$ cat src/design/fezc_pkg.sv
// shared types and constants for the frame energy and zero crossing block
`timescale 1ns / 1ps

package fezc_pkg;

    localparam int unsigned SUM_W   = 23;
    localparam int unsigned CNT_W   = 9;
    localparam int unsigned SQ_W    = 15;
    localparam int unsigned DIVD_W  = 17;
    localparam int unsigned AVG_W   = 15;

    localparam logic [CNT_W-1:0] COUNT_MAX   = 9'd511;
    localparam logic [CNT_W-1:0] MIN_VALID   = 9'd10;
    localparam logic [7:0]       FLOOR_RESET = 8'd4;
    localparam logic [7:0]       ENERGY_MAX  = 8'd255;
    localparam logic [7:0]       SCALE       = 8'd255;

    typedef struct packed {
        logic [7:0] sample;
        logic       last_of_frame;
    } in_t;

    typedef struct packed {
        logic [7:0] energy;
        logic [7:0] crossing_rate;
    } out_t;

    // frame totals handed from front to back
    typedef struct packed {
        logic [SUM_W-1:0] square_sum;
        logic [CNT_W-1:0] crossing_count;
        logic [CNT_W-1:0] valid_pairs;
    } frame_t;

    typedef enum logic [1:0] {
        BK_IDLE,
        BK_DIVIDE,
        BK_DONE
    } back_state_t;

endpackage

$ cat src/design/frame_energy_zero_crossing.sv
// top level: short-time energy and zero crossing rate of framed audio
//
//  channel  handshake              payload
//  in       in_valid / in_ready    in_data  (sample, last_of_frame)
//  out      out_valid / out_ready  out_data (energy, crossing_rate)
//  cfg      cfg_valid / cfg_ready  cfg_data (noise floor, reset 4)
//
// one sample per cycle enters while the frame queue has room
// each frame result passes through the back end as load, 17 divide steps, hold
// frames that outpace the back end fill the queue and then stall in_ready
// reset clears the counters and queue, the noise floor returns to 4
// cfg_ready is always high; a stalled output does not stop the front until the queue fills
`timescale 1ns / 1ps

module frame_energy_zero_crossing #(
    parameter int unsigned QUEUE_DEPTH = 2
) (
    input  logic           clk,
    input  logic           rst_n,
    input  logic           in_valid,
    output logic           in_ready,
    input  fezc_pkg::in_t  in_data,
    output logic           out_valid,
    input  logic           out_ready,
    output fezc_pkg::out_t out_data,
    input  logic           cfg_valid,
    output logic           cfg_ready,
    input  logic [7:0]     cfg_data
);
    import fezc_pkg::*;

    logic   q_full, q_push, q_pop, q_valid;
    frame_t push_data, pop_data;

    assign cfg_ready = 1'b1;

    fezc_front u_front (
        .clk       (clk),
        .rst_n     (rst_n),
        .in_valid  (in_valid),
        .in_ready  (in_ready),
        .in_data   (in_data),
        .cfg_valid (cfg_valid),
        .cfg_data  (cfg_data),
        .q_full    (q_full),
        .q_push    (q_push),
        .q_data    (push_data)
    );

    fezc_queue #(
        .DEPTH (QUEUE_DEPTH)
    ) u_queue (
        .clk       (clk),
        .rst_n     (rst_n),
        .push      (q_push),
        .push_data (push_data),
        .full      (q_full),
        .pop       (q_pop),
        .not_empty (q_valid),
        .pop_data  (pop_data)
    );

    fezc_back u_back (
        .clk       (clk),
        .rst_n     (rst_n),
        .q_valid   (q_valid),
        .q_data    (pop_data),
        .q_pop     (q_pop),
        .out_valid (out_valid),
        .out_ready (out_ready),
        .out_data  (out_data)
    );

endmodule

$ cat src/design/fezc_front.sv
// per-sample accumulation of energy and crossing counts
`timescale 1ns / 1ps

module fezc_front (
    input  logic            clk,
    input  logic            rst_n,
    input  logic            in_valid,
    output logic            in_ready,
    input  fezc_pkg::in_t   in_data,
    input  logic            cfg_valid,
    input  logic [7:0]      cfg_data,
    input  logic            q_full,
    output logic            q_push,
    output fezc_pkg::frame_t q_data
);
    import fezc_pkg::*;

    logic [7:0]       floor_reg;
    logic [SUM_W-1:0] sum_reg, sum_next;
    logic [7:0]       prev_reg;
    logic             started_reg;
    logic [CNT_W-1:0] cross_reg, cross_next;
    logic [CNT_W-1:0] pairs_reg, pairs_next;

    logic             accept;
    logic             cur_neg, prev_neg;
    logic [7:0]       cur_mag, prev_mag;
    logic signed [7:0] cur_s;
    logic [SQ_W-1:0]  sq;
    logic [SUM_W:0]   sum_wide;
    logic             quiet;

    assign in_ready = !q_full;
    assign accept   = in_valid && in_ready;

    assign cur_neg  = !in_data.sample[7];
    assign prev_neg = !prev_reg[7];
    assign cur_mag  = cur_neg ? (8'd128 - in_data.sample) : (in_data.sample - 8'd128);
    assign prev_mag = prev_neg ? (8'd128 - prev_reg) : (prev_reg - 8'd128);
    assign cur_s    = signed'(in_data.sample ^ 8'h80);

    always_comb
    begin
        logic signed [15:0] prod;
        prod     = 16'(cur_s) * 16'(cur_s);
        sq       = prod[SQ_W-1:0];
        sum_wide = {1'b0, sum_reg} + {{(SUM_W+1-SQ_W){1'b0}}, sq};
        sum_next = sum_wide[SUM_W] ? {SUM_W{1'b1}} : sum_wide[SUM_W-1:0];
        quiet    = (cur_mag < floor_reg) && (prev_mag < floor_reg);
        pairs_next = pairs_reg;
        cross_next = cross_reg;
        if (started_reg && !quiet)
        begin
            if (pairs_reg != COUNT_MAX)
                pairs_next = pairs_reg + 1'b1;
            if ((cur_neg != prev_neg) && (cross_reg != COUNT_MAX))
                cross_next = cross_reg + 1'b1;
        end
    end

    assign q_push              = accept && in_data.last_of_frame;
    assign q_data.square_sum     = sum_next;
    assign q_data.crossing_count = cross_next;
    assign q_data.valid_pairs    = pairs_next;

    always_ff @(posedge clk or negedge rst_n)
    begin
        if (!rst_n)
        begin
            floor_reg   <= FLOOR_RESET;
            sum_reg     <= '0;
            prev_reg    <= '0;
            started_reg <= 1'b0;
            cross_reg   <= '0;
            pairs_reg   <= '0;
        end
        else
        begin
            if (cfg_valid)
                floor_reg <= cfg_data;
            if (accept)
            begin
                if (in_data.last_of_frame)
                begin
                    sum_reg     <= '0;
                    prev_reg    <= '0;
                    started_reg <= 1'b0;
                    cross_reg   <= '0;
                    pairs_reg   <= '0;
                end
                else
                begin
                    sum_reg     <= sum_next;
                    prev_reg    <= in_data.sample;
                    started_reg <= 1'b1;
                    cross_reg   <= cross_next;
                    pairs_reg   <= pairs_next;
                end
            end
        end
    end

endmodule

$ cat src/design/fezc_queue.sv
// small fifo of frame totals between front and back
`timescale 1ns / 1ps

module fezc_queue #(
    parameter int unsigned DEPTH = 2
) (
    input  logic             clk,
    input  logic             rst_n,
    input  logic             push,
    input  fezc_pkg::frame_t push_data,
    output logic             full,
    input  logic             pop,
    output logic             not_empty,
    output fezc_pkg::frame_t pop_data
);
    import fezc_pkg::*;

    localparam int unsigned AW = (DEPTH > 1) ? $clog2(DEPTH) : 1;
    localparam int unsigned CW = $clog2(DEPTH + 1);
    localparam logic [AW-1:0] LAST_IDX = AW'(DEPTH - 1);
    localparam logic [CW-1:0] FULL_CNT = CW'(DEPTH);

    frame_t          slots_reg [DEPTH];
    logic [AW-1:0]   wr_reg, rd_reg;
    logic [CW-1:0]   count_reg;

    assign full      = (count_reg == FULL_CNT);
    assign not_empty = (count_reg != '0);
    assign pop_data  = slots_reg[rd_reg];

    always_ff @(posedge clk)
    begin
        if (push)
            slots_reg[wr_reg] <= push_data;
    end

    always_ff @(posedge clk or negedge rst_n)
    begin
        if (!rst_n)
        begin
            wr_reg    <= '0;
            rd_reg    <= '0;
            count_reg <= '0;
        end
        else
        begin
            if (push)
                wr_reg <= (wr_reg == LAST_IDX) ? '0 : wr_reg + 1'b1;
            if (pop)
                rd_reg <= (rd_reg == LAST_IDX) ? '0 : rd_reg + 1'b1;
            if (push && !pop)
                count_reg <= count_reg + 1'b1;
            else if (pop && !push)
                count_reg <= count_reg - 1'b1;
        end
    end

endmodule

$ cat src/design/fezc_back.sv
// frame-end scaling: energy multiply and bit-serial crossing rate divide
`timescale 1ns / 1ps

module fezc_back (
    input  logic             clk,
    input  logic             rst_n,
    input  logic             q_valid,
    input  fezc_pkg::frame_t q_data,
    output logic             q_pop,
    output logic             out_valid,
    input  logic             out_ready,
    output fezc_pkg::out_t   out_data
);
    import fezc_pkg::*;

    localparam logic [4:0] LAST_STEP = 5'(DIVD_W - 1);

    back_state_t       state_reg, state_next;
    logic [7:0]        energy_reg;
    logic              zero_reg;
    logic [CNT_W-1:0]  div_reg;
    logic [CNT_W-1:0]  rem_reg;
    logic [DIVD_W-1:0] quo_reg;
    logic [4:0]        step_reg;

    logic [AVG_W-1:0]  avg;
    logic [21:0]       scaled;
    logic [7:0]        energy_new;
    logic [DIVD_W-1:0] dividend;
    logic [CNT_W:0]    trial;
    logic              fits;
    logic              load;

    assign avg        = q_data.square_sum[SUM_W-1:8];
    assign scaled     = 22'(avg[13:0]) * 22'(SCALE);
    assign energy_new = avg[AVG_W-1] ? ENERGY_MAX : scaled[21:14];
    // crossing count times 255
    assign dividend   = {q_data.crossing_count, 8'd0}
                        - {{(DIVD_W-CNT_W){1'b0}}, q_data.crossing_count};

    assign trial = {rem_reg, quo_reg[DIVD_W-1]};
    assign fits  = trial >= {1'b0, div_reg};

    always_comb
    begin
        state_next = state_reg;
        case (state_reg)
            BK_IDLE:   if (q_valid) state_next = BK_DIVIDE;
            BK_DIVIDE: if (step_reg == LAST_STEP) state_next = BK_DONE;
            BK_DONE:   if (out_ready) state_next = BK_IDLE;
            default:   state_next = BK_IDLE;
        endcase
    end

    always_comb
    begin
        q_pop     = 1'b0;
        out_valid = 1'b0;
        case (state_reg)
            BK_IDLE:   q_pop = q_valid;
            BK_DIVIDE: ;
            BK_DONE:   out_valid = 1'b1;
            default:   ;
        endcase
    end

    assign load                   = q_pop;
    assign out_data.energy        = energy_reg;
    assign out_data.crossing_rate = zero_reg ? 8'd0 : quo_reg[7:0];

    always_ff @(posedge clk or negedge rst_n)
    begin
        if (!rst_n)
        begin
            state_reg <= BK_IDLE;
            step_reg  <= '0;
        end
        else
        begin
            state_reg <= state_next;
            if (load)
                step_reg <= '0;
            else if (state_reg == BK_DIVIDE)
                step_reg <= step_reg + 1'b1;
        end
    end

    always_ff @(posedge clk)
    begin
        if (load)
        begin
            energy_reg <= energy_new;
            zero_reg   <= q_data.valid_pairs < MIN_VALID;
            div_reg    <= q_data.valid_pairs;
            rem_reg    <= '0;
            quo_reg    <= dividend;
        end
        else if (state_reg == BK_DIVIDE)
        begin
            rem_reg <= fits ? CNT_W'(trial - {1'b0, div_reg}) : trial[CNT_W-1:0];
            quo_reg <= {quo_reg[DIVD_W-2:0], fits};
        end
    end

endmodule

$ cat config.mk
export PLATFORM = sky130hd
export DESIGN_NAME = frame_energy_zero_crossing
export DESIGN_NICKNAME = d
export VERILOG_FILES = /design/src/design/fezc_pkg.sv /design/src/design/frame_energy_zero_crossing.sv /design/src/design/fezc_front.sv /design/src/design/fezc_queue.sv /design/src/design/fezc_back.sv
export SDC_FILE = /design/constraint.sdc
export NUM_CORES = 1
export LEC_CHECK = 0
export BUFFER_PORTS_ARGS = -buffer_cell sky130_fd_sc_hd__buf_2
export CAP_MARGIN = 20
export CORE_MARGIN = 8
export CORE_UTILIZATION = 38
export DETAILED_ROUTE_END_ITERATION = 6
export PLACE_DENSITY = 0.59
export SETUP_SLACK_MARGIN = 0.15
export SKIP_LAST_GASP = 1
export SYNTH_ARGS = -nofsm -noshare
export SYNTH_HDL_FRONTEND = slang
export SYNTH_SLANG_ARGS = --single-unit
$ cat constraint.sdc
create_clock -name clk -period 8.85 [get_ports clk]
set_input_delay 1.3275 -clock clk [delete_from_list [all_inputs] [get_ports clk]]
set_output_delay 1.3275 -clock clk [all_outputs]
set_load 0.005 [all_outputs]
# --- Yosys cells after proc, flatten, opt, wreduce, memory -nomap -nowiden ---
# Memories as Yosys holds them, arrays and structs flattened.
# Index checks and enable logic that the tools add are counted.
totals:
  reg_bits: 113
  latch_bits: 0
  ram_bits: 82
  romBits: 0
  input_bits: 22
  wordCells: 96
  mem_count: 1
mem_list:
  columns: ["name", "words", "width", "read_ports", "rd_clocked_by_memory_dff", "wr", "line_no", "source"]
  rows:
  - ["u_queue.slots_reg", 2, 41, 1, 0, 1, "fezc_queue.sv:23", "frame_t slots_reg [DEPTH];"]
classes:
  addsub: 14
  multipliers: 2
  n_div: 0
  magnitude_cmp: 4
  eq_ne: 10
  shifts: 0
  mux: 30
  bitwise_logic: 1
  reduce_logical: 18
op_table:
  columns: ["cell", "count"]
  rows:
  - ["9-bit 2-to-1 mux", 7]
  - ["23-bit 2-to-1 mux", 2]
  - ["17-bit 2-to-1 mux", 2]
  - ["8-bit 2-to-1 mux", 4]
  - ["23-bit by 15-bit adder with 24-bit output", 1]
  - ["14-bit by 8-bit multiplier with 22-bit output (second input constant)", 1]
  - ["9-bit by 1-bit adder with 9-bit output (second input constant)", 2]
  - ["9-bit inequality test (second input constant)", 2]
  - ["17-bit by 9-bit subtractor with 17-bit output", 1]
  - ["8-bit less-than comparator", 2]
  - ["8-bit subtractor (first input constant)", 2]
  - ["8-bit subtractor (second input constant)", 2]
  - ["8-bit by 8-bit multiplier with 15-bit output", 1]
  - ["10-bit by 9-bit >= comparator with 1-bit output", 1]
  - ["2-bit 2-to-1 mux", 5]
  - ["5-bit 2-to-1 mux", 2]
  - ["9-bit by 4-bit less-than comparator with 1-bit output (second input constant)", 1]
  - ["9-bit subtractor", 1]
  - ["1-bit logical AND", 7]
  - ["1-bit 2-to-1 mux", 7]
  - ["1-bit logical NOT", 6]
  - ["2-bit case mux with 3 select lines", 1]
  - ["2-bit nonzero test", 3]
  - ["5-bit by 1-bit adder with 5-bit output (second input constant)", 1]
  - ["other kinds (12)", 15]

# --- Logic depth before layout (Yosys ltp) ---
logic_depth:
  ltp_word: 8
  depth_mapped: 27

# --- By module ---
# Synthesis repeated with hierarchy kept, for this count alone.
unflattened:
  cells_unflattened: 1496
  area_unflattened_um2: 15358.5
by_module_without_submodules:
  columns: ["mod", "n_inst", "cells_each", "area_each_um2"]
  rows:
  - ["fezc_front", 1, 794, 6695.2]
  - ["fezc_back", 1, 556, 5301.3]
  - ["fezc_queue", 1, 144, 3350.7]
  - ["frame_energy_zero_crossing", 1, 2, 11.3]

# --- Worst setup path after synthesis ---
# No wires, ideal clock.
synth_path:
  kind: "input to register"
  from: "input in_data[3] (netlist name)"
  to: "memory u_queue.slots_reg[0][37] (netlist name), data pin"
  t_arrival_ps: 6650
  path_slack_ps: 1938
  path_stages: 22
  n_path_buf: 2
  path_cell_list: "clkbuf_1 > clkbuf_1 > or2_2 > fa_1 > inv_1 > fa_1 > fa_1 > inv_1 > fa_1 > inv_1 > ha_1 > or4_1 > a41o_1 > a21oi_1 > xnor2_1 > ha_1 > inv_1 > o21bai_1 > a21oi_1 > o21ai_1 > nand2_1 > mux2_2"
synth_lines:
  columns: ["element", "line_no", "source"]
  rows:
  - ["start: declaration", "frame_energy_zero_crossing.sv:22", "input fezc_pkg::in_t in_data,"]
  - ["end: declaration", "fezc_queue.sv:23", null]

==> flow_metrics.tcl <==
set metrics [dict create \
    status "completed" \
    drc 0 \
    tns_ns 0 \
    grt_max_degree 70 \
    grt_pass1_vias 9787 \
    cts_hold_buf 0 \
    clock.fmax_ghz 0.147 \
    start_util 0.384 \
    tritoncts "yes" \
    final_common_cell "inv_1" \
    cap_violations 0 \
    worstHoldStart "u_front.sum_reg[0]" \
    ys_seq_area_frac 0.352 \
    syn_avg_cell_area_sq_um 10.1 \
    netlist_area_sq_mm 0.0140 \
    cts_resized 0 \
    slew_headroom 0.309 \
    grt_busiest_layer "met2" \
    startpoint "in_data[8]" \
    largest_reg_flops 66 \
    crit_path_frequent_cell "inv_1" \
    netlist.area_leader.share 0.216 \
    finalCriticalPeriod_ns 6.79 \
    fin_skew_ns 0.0126 \
    route.vias.total 9524 \
    path_clk_slew_ns 0.08 \
    arrival_ns 6.98 \
    post-cts-setup-buffer-count 0 \
    async_flop_share 0.385 \
    viasPerCell 5.05 \
    cp-start-kind "primary input" \
    clkSinkCount 179 \
    grt_pass1_wl_um 47600 \
    stdcell_area_sq_mm 0.0153 \
    endpoint_kind "register" \
    worst_slack_ns 2.06 \
    diodes 0 \
    post-place-ws_ns 1.63 \
    layout_common_cells "177 x inv_1, 138 x nand2_1, 115 x ha_1" \
    fp.dieH_um 208 \
    ioPinCount 41 \
    numCtsBuffers 17 \
    synth_ff_type "edfxtp_1" \
    yosysTopAreaCell "edfxtp_1" \
    drt-initial-drc-count 394 \
    drv_slew 0 \
    synth_fp_nets 1624 \
    synth_seq_cells 179 \
    place_area_sq_mm 0.0147 \
    rows 70 \
    dpl.hpwl_um 20900 \
    fin_nets 1642 \
    use_met2 0.219 \
    ant_nets 0 \
    groute.usage.overall 0.130 \
    multiInputGateArea_sq_mm 0.00824 \
    synth_cell_types 72 \
    ys_warn_count 0 \
    root_buffer "clkbuf_16" \
    syn2layout_area_growth_pct 8.99 \
    cts_buffer_depth 2 \
    synth.area.top_cells "edfxtp_1 22%, fa_1 14%, dfrtp_1 12%" \
    insertion_delay_ns 0.44 \
    place_congestion 0.831 \
    cpMaxStageDelayCell "fa_1" \
    crit_path_max_fanout 17 \
    final-seq-area_sq_mm 0.00494 \
    fillers 3510 \
    cp_slowest_stage_delay_ns 0.57 \
    path_cells "buf_2 > inv_1 > nand2_1 > inv_1 > fa_1 > fa_1 > fa_1 > inv_1 > fa_1 > inv_1 > ha_1 > or4_1 > a41o_1 > a21oi_1 > xnor2_1 > ha_1 > inv_1 > o21bai_1 > a21oi_1 > o21ai_1 > nand2_1 > mux2_2" \
    htree_levels 4 \
    fin_crit_sh 0.767 \
    wl_per_cell_um 14.6 \
    hold_path.class "reg2reg" \
    numPortBuffers 39 \
    path_class "in2reg" \
    met1_usage 0.174 \
    worstPathRequired_ns 9.04 \
    synth-edff-count 101 \
    grt_util_met3 0.0210 \
    die_area_sq_mm 0.0433 \
    drive_gt1_frac 0.0916 \
    syn-instance-count 1388 \
    finalWirelength_um 27500 \
    antenna_found_initial 1 \
    dr.pass1.iters 5 \
    worstMarginPinSlew_ns 1.04 \
    die_w_um 208 \
    grt-ovfl-total 0 \
    core_area_sq_mm 0.0365 \
    hold_violations 0 \
    r2r_start "u_queue.rd_reg" \
    setup_viol 0 \
    rsz0062_at_grt "false" \
]
cell type report:
cell class	count	area share
Multi-Input combinational cell	985	0.539
Sequential cell	179	0.323
Inverter	177	0.0434
Tap cell	468	0.0383
Clock buffer	17	0.0278
Timing Repair Buffer	46	0.0164
Clock inverter	15	0.0124
final timing paths:
path | endpoint | slack [ns] | cells past startpoint
worst max register to register | u_back.energy_reg[7] | 3.09 | 14
worst max-delay path | u_queue.slots_reg[1][37] | 2.06 | 22
worst min register to register | u_front.sum_reg[0] | 0.48 | 2
min in group asynchronous | u_queue.count_reg[1] | 1.05 | 1
worst min-delay path | u_front.sum_reg[0] | 0.48 | 2
max in group asynchronous | u_queue.rd_reg | 7.12 | 1
synth_stat cells (28+ instances only):
master and n:
a21oi_1 50, fa_1 99, xnor2_1 57, nor2_1 90, nor3_1 28, nand2_1 139
clkbuf_1 31, mux2i_1 35, dfrtp_1 68, o21ai_0 71, ha_1 115, inv_1 177
edfxtp_1 101
per-layer routing:
metal	routed length, um	part of all wire
met1	13700	0.50
met2	12900	0.47
met3	672	0.024
met4	248	0.0090
met5	0	0
cell families after synthesis:
group | Yosys count | synth area share
XOR/XNOR | 84 | 0.0524
buffers and inverters | 224 | 0.0615
other | 1 | 0.000267
AND/OR/NAND/NOR | 379 | 0.128
adder cells (fa/ha/maj) | 214 | 0.244
multiplexers | 56 | 0.0418
AO/OA/AOI/OAI | 251 | 0.120
flip-flops | 179 | 0.352
stage by stage:
| step | hold WS [ns] | std cells | utilization |
|---|---|---|---|
| after floorplan | 0.450 | 1388 | - |
| after global placement | 0.467 | 1855 | 0.402 |
| after detailed placement | 0.473 | 1855 | 0.402 |
| after CTS | 0.491 | 1887 | 0.419 |
| after global routing | 0.507 | 1887 | 0.419 |
| final | 0.484 | 1887 | 0.419 |
critical path, delay by kind of cell:
family | cells | cell delay, ns
buf+inv | 6 | 0.71
mux | 1 | 0.35
xor+xnor | 1 | 0.21
fa+ha+maj | 6 | 2.64
compound gates | 5 | 0.90
simple gates | 3 | 0.86
Power is left out: the tool's default activity adds up to more than one toggle a clock period on the data nets, which glitch-free logic cannot reach.
